## src/rtl/core/scalar_kalman_filter_macros.svh

```systemverilog
// Assertion helpers for the scalar Kalman filter.
`ifndef SCALAR_KALMAN_FILTER_MACROS_SVH
`define SCALAR_KALMAN_FILTER_MACROS_SVH

// Same-cycle implication, disabled while in reset.
`define SKF_ASSERT_IMP(label, clk, rst_n, ante, cons) \
  label: assert property (@(posedge clk) disable iff (!rst_n) (ante) |-> (cons)) \
    else $error("skf assertion failed");

// Next-cycle implication, disabled while in reset.
`define SKF_ASSERT_NXT(label, clk, rst_n, ante, cons) \
  label: assert property (@(posedge clk) disable iff (!rst_n) (ante) |=> (cons)) \
    else $error("skf assertion failed");

`endif

```

## src/rtl/core/skf_pkg.sv

```systemverilog
package skf_pkg;

  // Q1.24 unity gain and rounding half
  localparam logic [24:0] ONE_Q24  = 25'd16777216;
  localparam logic [57:0] HALF_Q24 = 58'd8388608;

  // Configuration register indexes
  localparam int unsigned CFG_IDX_W = 4;
  localparam logic [CFG_IDX_W-1:0] REG_MEAS_VAR      = 4'd0;
  localparam logic [CFG_IDX_W-1:0] REG_PROC_VAR      = 4'd1;
  localparam logic [CFG_IDX_W-1:0] REG_INIT_ESTIMATE = 4'd2;
  localparam logic [CFG_IDX_W-1:0] REG_INIT_VARIANCE = 4'd3;

  // Reset values
  localparam logic [31:0] MEAS_VAR_RST      = 32'd301990;
  localparam logic [31:0] PROC_VAR_RST      = 32'd838861;
  localparam logic [31:0] INIT_ESTIMATE_RST = 32'd0;
  localparam logic [31:0] INIT_VARIANCE_RST = 32'd16777216;

  typedef struct packed {
    logic signed [31:0] measurement;
    logic               restart;
  } in_data_t;

  typedef struct packed {
    logic signed [31:0] filtered_value;
    logic [31:0]        error_variance;
    logic [24:0]        kalman_gain;
  } out_data_t;

endpackage

```

## src/rtl/core/scalar_kalman_filter.sv

```systemverilog
// Channel   Direction  Handshake          Content
// in_       input      in_valid/in_ready   measurement request, restart flag
// out_      output     out_valid/out_ready filtered value, variance, gain
// cfg_      input      cfg_valid/cfg_ready register index and 32-bit write data
//
// After accept, a request runs one predict step, 25 divider steps for the gain
// (one quotient bit per cycle), the two products through the shared 33x13
// multiplier with the estimate update between them, and the output register load.
// in_ready rises again in the same cycle as out_valid; cfg_ready is always high.
// Reset (rst_n low, synchronous) restores config, estimate, variance and control state.
// A result waiting on out_ready holds the last step and blocks new requests.

`include "scalar_kalman_filter_macros.svh"

module scalar_kalman_filter (
  input  logic                         clk,
  input  logic                         rst_n,
  input  logic                         in_valid,
  output logic                         in_ready,
  input  skf_pkg::in_data_t            in_data,
  output logic                         out_valid,
  input  logic                         out_ready,
  output skf_pkg::out_data_t           out_data,
  input  logic                         cfg_valid,
  output logic                         cfg_ready,
  input  logic [skf_pkg::CFG_IDX_W-1:0] cfg_index,
  input  logic [31:0]                  cfg_data
);
  import skf_pkg::*;

  localparam logic [2:0] ST_IDLE = 3'd0;
  localparam logic [2:0] ST_PRED = 3'd1;
  localparam logic [2:0] ST_DIV  = 3'd2;
  localparam logic [2:0] ST_MUL1 = 3'd3;
  localparam logic [2:0] ST_EST  = 3'd4;
  localparam logic [2:0] ST_MUL2 = 3'd5;
  localparam logic [2:0] ST_FIN  = 3'd6;

  localparam logic [4:0] DIV_LAST = 5'd24;

  // config registers
  logic [31:0] meas_var_r, proc_var_r, init_est_r, init_var_r;

  // filter state and working registers
  logic [2:0]         state_r, state_nxt;
  logic signed [31:0] est_r, est_nxt;
  logic [31:0]        var_r, var_nxt;
  logic signed [31:0] meas_r, meas_nxt;
  logic [31:0]        p1_r, p1_nxt;
  logic [32:0]        den_r, den_nxt;
  logic [33:0]        rem_r, rem_nxt;
  logic [24:0]        gain_r, gain_nxt;
  logic [32:0]        mag_r, mag_nxt;
  logic               neg_r, neg_nxt;
  logic [4:0]         div_cnt_r, div_cnt_nxt;
  logic [1:0]         ph_r, ph_nxt;
  logic [57:0]        acc_r, acc_nxt;
  logic [45:0]        mul_r;
  logic               out_valid_r, out_valid_nxt;
  out_data_t          out_data_r, out_data_nxt;

  // datapath temporaries
  logic [32:0]        p1_sum;
  logic [31:0]        p1_sat;
  logic signed [32:0] err;
  logic [33:0]        div_t;
  logic               div_ge;
  logic [32:0]        mul_a;
  logic [24:0]        mul_b;
  logic [12:0]        mul_chunk;
  logic [57:0]        acc_sum;
  logic [57:0]        rnd;
  logic [33:0]        corr_mag;
  logic signed [34:0] corr;
  logic signed [34:0] est_sum;

  // assertion helpers
  logic               div_busy;
  logic               rem_below;

  assign in_ready  = (state_r == ST_IDLE);
  assign cfg_ready = 1'b1;
  assign out_valid = out_valid_r;
  assign out_data  = out_data_r;

  // config writes
  always_ff @(posedge clk) begin
    if (!rst_n) begin
      meas_var_r <= MEAS_VAR_RST;
      proc_var_r <= PROC_VAR_RST;
      init_est_r <= INIT_ESTIMATE_RST;
      init_var_r <= INIT_VARIANCE_RST;
    end else if (cfg_valid && cfg_ready) begin
      case (cfg_index)
        REG_MEAS_VAR:      meas_var_r <= cfg_data;
        REG_PROC_VAR:      proc_var_r <= cfg_data;
        REG_INIT_ESTIMATE: init_est_r <= cfg_data;
        REG_INIT_VARIANCE: init_var_r <= cfg_data;
        default: ;
      endcase
    end
  end

  // predict: saturated P + Q, divisor, error magnitude
  assign p1_sum = {1'b0, var_r} + {1'b0, proc_var_r};
  assign p1_sat = p1_sum[32] ? 32'hFFFF_FFFF : p1_sum[31:0];
  assign err    = {meas_r[31], meas_r} - {est_r[31], est_r};

  // restoring divider step: no shift on the first step
  assign div_t  = (div_cnt_r == 5'd0) ? rem_r : {rem_r[32:0], 1'b0};
  assign div_ge = (div_t >= {1'b0, den_r});

  // shared multiplier: operand B taken 12 low bits, then 13 high bits
  assign mul_a     = (state_r == ST_MUL2) ? {1'b0, p1_r} : mag_r;
  assign mul_b     = (state_r == ST_MUL2) ? (ONE_Q24 - gain_r) : gain_r;
  assign mul_chunk = (ph_r == 2'd0) ? {1'b0, mul_b[11:0]} : mul_b[24:12];
  assign acc_sum   = acc_r + {mul_r, 12'd0};

  always_ff @(posedge clk) begin
    mul_r <= mul_a * mul_chunk;
  end

  // rounding of the correction, ties away from zero, then saturate
  assign rnd      = acc_r + HALF_Q24;
  assign corr_mag = rnd[57:24];
  assign corr     = neg_r ? -$signed({1'b0, corr_mag}) : $signed({1'b0, corr_mag});
  assign est_sum  = {{3{est_r[31]}}, est_r} + corr;

  // sequencer
  always_comb begin
    state_nxt     = state_r;
    est_nxt       = est_r;
    var_nxt       = var_r;
    meas_nxt      = meas_r;
    p1_nxt        = p1_r;
    den_nxt       = den_r;
    rem_nxt       = rem_r;
    gain_nxt      = gain_r;
    mag_nxt       = mag_r;
    neg_nxt       = neg_r;
    div_cnt_nxt   = div_cnt_r;
    ph_nxt        = ph_r;
    acc_nxt       = acc_r;
    out_valid_nxt = out_valid_r;
    out_data_nxt  = out_data_r;

    if (out_valid_r && out_ready) begin
      out_valid_nxt = 1'b0;
    end

    case (state_r)
      ST_IDLE: begin
        if (in_valid) begin
          meas_nxt = in_data.measurement;
          if (in_data.restart) begin
            est_nxt = init_est_r;
            var_nxt = init_var_r;
          end
          state_nxt = ST_PRED;
        end
      end
      ST_PRED: begin
        p1_nxt      = p1_sat;
        den_nxt     = {1'b0, p1_sat} + {1'b0, meas_var_r};
        rem_nxt     = {2'b00, p1_sat};
        neg_nxt     = err[32];
        mag_nxt     = err[32] ? (33'd0 - err) : err;
        gain_nxt    = '0;
        div_cnt_nxt = '0;
        state_nxt   = ST_DIV;
      end
      ST_DIV: begin
        rem_nxt  = div_ge ? (div_t - {1'b0, den_r}) : div_t;
        gain_nxt = {gain_r[23:0], div_ge};
        if (div_cnt_r == DIV_LAST) begin
          // zero divisor gives zero gain
          if (den_r == 33'd0) begin
            gain_nxt = '0;
          end
          ph_nxt    = '0;
          state_nxt = ST_MUL1;
        end else begin
          div_cnt_nxt = div_cnt_r + 5'd1;
        end
      end
      ST_MUL1, ST_MUL2: begin
        case (ph_r)
          2'd0: ph_nxt = 2'd1;
          2'd1: begin
            acc_nxt = {12'd0, mul_r};
            ph_nxt  = 2'd2;
          end
          default: begin
            acc_nxt = acc_sum;
            ph_nxt  = 2'd0;
            if (state_r == ST_MUL1) begin
              state_nxt = ST_EST;
            end else begin
              var_nxt   = acc_sum[55:24];
              state_nxt = ST_FIN;
            end
          end
        endcase
      end
      ST_EST: begin
        if (est_sum > 35'sd2147483647) begin
          est_nxt = 32'sh7FFF_FFFF;
        end else if (est_sum < -35'sd2147483648) begin
          est_nxt = 32'sh8000_0000;
        end else begin
          est_nxt = est_sum[31:0];
        end
        state_nxt = ST_MUL2;
      end
      ST_FIN: begin
        if (!out_valid_r || out_ready) begin
          out_valid_nxt               = 1'b1;
          out_data_nxt.filtered_value = est_r;
          out_data_nxt.error_variance = var_r;
          out_data_nxt.kalman_gain    = gain_r;
          state_nxt                   = ST_IDLE;
        end
      end
      default: state_nxt = ST_IDLE;
    endcase
  end

  // control and filter state
  always_ff @(posedge clk) begin
    if (!rst_n) begin
      state_r     <= ST_IDLE;
      est_r       <= INIT_ESTIMATE_RST;
      var_r       <= INIT_VARIANCE_RST;
      div_cnt_r   <= '0;
      ph_r        <= '0;
      out_valid_r <= 1'b0;
    end else begin
      state_r     <= state_nxt;
      est_r       <= est_nxt;
      var_r       <= var_nxt;
      div_cnt_r   <= div_cnt_nxt;
      ph_r        <= ph_nxt;
      out_valid_r <= out_valid_nxt;
    end
  end

  // working payload
  always_ff @(posedge clk) begin
    meas_r     <= meas_nxt;
    p1_r       <= p1_nxt;
    den_r      <= den_nxt;
    rem_r      <= rem_nxt;
    gain_r     <= gain_nxt;
    mag_r      <= mag_nxt;
    neg_r      <= neg_nxt;
    acc_r      <= acc_nxt;
    out_data_r <= out_data_nxt;
  end

  // checks
  assign div_busy  = (state_r == ST_DIV) && (div_cnt_r != 5'd0);
  assign rem_below = (rem_r < {1'b0, den_r}) || (den_r == 33'd0);

  `SKF_ASSERT_NXT(a_accept_pred, clk, rst_n, in_valid && in_ready, state_r == ST_PRED)
  `SKF_ASSERT_IMP(a_div_rem, clk, rst_n, div_busy, rem_below)
  `SKF_ASSERT_IMP(a_gain_max, clk, rst_n, out_valid_r, out_data_r.kalman_gain <= ONE_Q24)
  `SKF_ASSERT_IMP(a_rose_fin, clk, rst_n, $rose(out_valid_r), $past(state_r) == ST_FIN)

endmodule

```

## config.mk

```make
export PLATFORM = sky130hd
export DESIGN_NAME = scalar_kalman_filter
export DESIGN_NICKNAME = d
export VERILOG_FILES = /design/src/rtl/core/skf_pkg.sv /design/src/rtl/core/scalar_kalman_filter.sv
export VERILOG_INCLUDE_DIRS = /design/src /design/src/rtl/core
export SDC_FILE = /design/constraint.sdc
export NUM_CORES = 2
export LEC_CHECK = 0
export BUFFER_PORTS_ARGS = -buffer_cell sky130_fd_sc_hd__buf_2
export CORE_ASPECT_RATIO = 1.4
export CORE_UTILIZATION = 45
export DETAILED_ROUTE_END_ITERATION = 6
export PLACE_DENSITY = 0.7
export SYNTH_ARGS = -nofsm -noshare
export SYNTH_HDL_FRONTEND = slang
export SYNTH_SLANG_ARGS = --single-unit
export TNS_END_PERCENT = 20
```

## constraint.sdc

```tcl
create_clock -name clk -period 7.13 [get_ports clk]
set_input_delay 0 -clock clk [delete_from_list [all_inputs] [get_ports clk]]
set_output_delay 0 -clock clk [all_outputs]
set_load 0.02 [all_outputs]
```

==> results.sh <==
export IMPL_outcome="complete, but fails checks"
export IMPL_violations="setup timing"
export IMPL_period_share_pct=106
export IMPL_drtIter0Drc=2796
export IMPL_fin_nets=6461
export IMPL_dp_cells=6932
export IMPL_clkLatencyLatePin_ps=690
export IMPL_final_util_pct=52.5
export IMPL_portBuffers=164
export IMPL_drt_wirelength_per_cell_um=21.6
export IMPL_ir_drop_mv=0.958
export IMPL_critPathArrivalTime_ps=8130
export IMPL_tightest_slew_ps=1170
export IMPL_grt_pass1_vias=40310
export IMPL_antenna_found_initial=3
export IMPL_hold_ws_ps=39.3
export IMPL_setup_viol=18
export IMPL_ioPinCount=166
export IMPL_critical_path_max_stage_delay_ps=550
export IMPL_hold_violations=0
export IMPL_critical_path_startpoint_type="flip-flop"
export IMPL_numCtsBuffers=59
export IMPL_dp_slack_ps=-567
export IMPL_netlist_area_um2=47800
export IMPL_synthCells=5345
export IMPL_grt_max_degree=72
export IMPL_cp_slowest_cell="fa_1"
export IMPL_wl_um=154000
export IMPL_layoutNonFillerInstCount=7145
export IMPL_layout_common_cells="nand2_1 (921), inv_1 (469), nor2_1 (340)"
export IMPL_crit_fanout=7
export IMPL_synth_edf_count=325
export IMPL_clkSlewWorstSetupHoldPaths_ps=70
export IMPL_grt_pass1_wl_um=234000
export IMPL_crit_type="reg -> reg"
export IMPL_p_per_area_nw_per_um2=461
export IMPL_syn_avg_cell_area_um2=8.94
export IMPL_ant_nets=0
export IMPL_track_usage_pct=28.3
export IMPL_die_w_um=277
export IMPL_p_leak_nw=24.1
export IMPL_ys_seq_elements=574
export IMPL_hp_class="in -> reg"
export IMPL_synthFlopType="edfxtp_1"
export IMPL_routabilityCongestion=0.973
export IMPL_start_util_pct=45.3
export IMPL_fin_skew_ps=77.5
export IMPL_hpwl_um=123000
export IMPL_drive_gt1_share_pct=12.8
export IMPL_max_cap_viol_count=0
export IMPL_fin_crit_ps=7550
export IMPL_tns_ps=-4420
export IMPL_slew_headroom_pct=22.1
export IMPL_core_area_um2=105000
export IMPL_clk_path_buf_depth=3
export IMPL_std_cell_rows=141
export IMPL_crit_path_end_kind="flip-flop"
export IMPL_die_h_um=387
export IMPL_final_common_cell="nand2_1"
export IMPL_htreeDepth=2
export IMPL_syn2layout_area_growth_pct=15.7
export IMPL_ys_seq_area_share_pct=30.9
export IMPL_synth_cell_types=90
export IMPL_drtPass1Iterations=6
export IMPL_die_area_um2=107000
export IMPL_drc=0
export IMPL_vias=40644
export IMPL_cp_common_cell="fa_1"
export IMPL_async_flop_share_pct=0
export IMPL_viasPerCell=5.69
export IMPL_rsz0062_at_grt="true"
export IMPL_crit_required_ps=7710
export IMPL_overflow=0
export IMPL_setup_slack_ps=-421
export IMPL_slew_viol_final=0
export IMPL_synth_nets=6072
export IMPL_clockRootBuffer="clkbuf_16"
export IMPL_cts_sinks=574
export IMPL_yosys_warnings=0
export IMPL_cts_tree="done"
export IMPL_clock_fmax_ghz=0.132
-- path summary, 6_finish.rpt --
kind,start,to,slack (ps),cells after the start
setup / recovery,gain_r[3],mul_r[45],-420,32
hold / removal,cfg_valid,init_var_r[26],40,5
setup reg to reg,gain_r[3],mul_r[45],-420,32
hold reg to reg,init_var_r[18],init_var_r[18],460,2
-- registers in the layout, summed over array words and instances (netlist names), 2 cells and up --
register	count
meas_var_r	32
init_var_r	32
den_r	33
state_r	3
ph_r	2
meas_r	32
var_r	32
est_r	32
out_data	89
div_cnt_r	5
acc_r	46
mag_r	33
mul_r	46
proc_var_r	32
gain_r	25
p1_r	32
init_est_r	32
rem_r	34
-- worst max-delay path: cells and delay by family, from the launching register on --
family | cells | cell delay (ps)
xor gates and xnor gates | 2 | 280
buffers and inverters | 5 | 460
DFF | 1 | 430
and+or+nand+nor | 9 | 1950
adders and majority gates | 6 | 2720
AOI/OAI and AO/OA | 10 | 1660
-- cells in the mapped netlist, types with 110 or more instances --
library cell	n	area [um2]
a21boi_0	130	976
a21o_1	133	998
a21oi_1	328	1640
clkbuf_1	192	721
dfxtp_1	249	4980
edfxtp_1	325	9760
fa_1	347	6950
ha_1	306	3830
inv_1	472	1770
nand2_1	927	3480
nor2_1	358	1340
o21ai_0	217	1090
xnor2_1	225	1970
xor2_1	110	963
-- power by group --
group	total [mW]	leakage [nW]	internal, mW	switching, mW
clock network	3.18	0.964	1.76	1.42
registers	4.31	5.10	4.05	0.267
logic	18.0	18.0	8.54	9.41
total	25.5	24.1	14.4	11.1
-- repair_timing --
action | in CTS | in global routing
setup buffers | 12 | 13
hold buffers | 74 | 0
endpoints found under the setup margin | 23 | 28
endpoints found under the hold margin | 178 | 0
pin swaps | 27 | 41
resized for setup | 36 | 72
-- cell type report --
type	instances	area [um2]
Timing Repair Buffer	546	4100
Inverter	473	1780
Multi-Input combinational cell	4080	30900
Antenna cell	2	5.00
Fill cell	9526	50100
Sequential cell	574	14700
Clock inverter	27	298
Clock buffer	85	1680
Tap cell	1358	1700
-- per-stage QoR --
stage          power [mW]  cell area, um2
2_1_floorplan        14.4           47900
3_3_place_gp         20.3           51900
3_5_place_dp         20.4           51900
4_1_cts              24.5           54900
5_1_grt              27.3           55200
6_report             25.5           55300
-- kinds of logic after synthesis --
group           Yosys count  synth area share [%]
simple gates           1836                  17.2
compound gates         1167                  15.7
buf+inv                 691                  5.51
fa+ha+maj               653                  22.6
flops                   574                  30.9
xor+xnor                335                  6.14
mux                      88                  1.95
other cells               1               0.00785
-- routing by layer --
metal / GRT usage, % / up-vias / share of wire [%]
li1: - / 19003 / -
met1: 32.8 / 19832 / 38
met2: 48.6 / 1374 / 49
met3: 3.22 / 431 / 5.2
met4: 19.7 / 4 / 8.1
met5: 0 / - / 0.018
(Power assumes the default switching activity.)
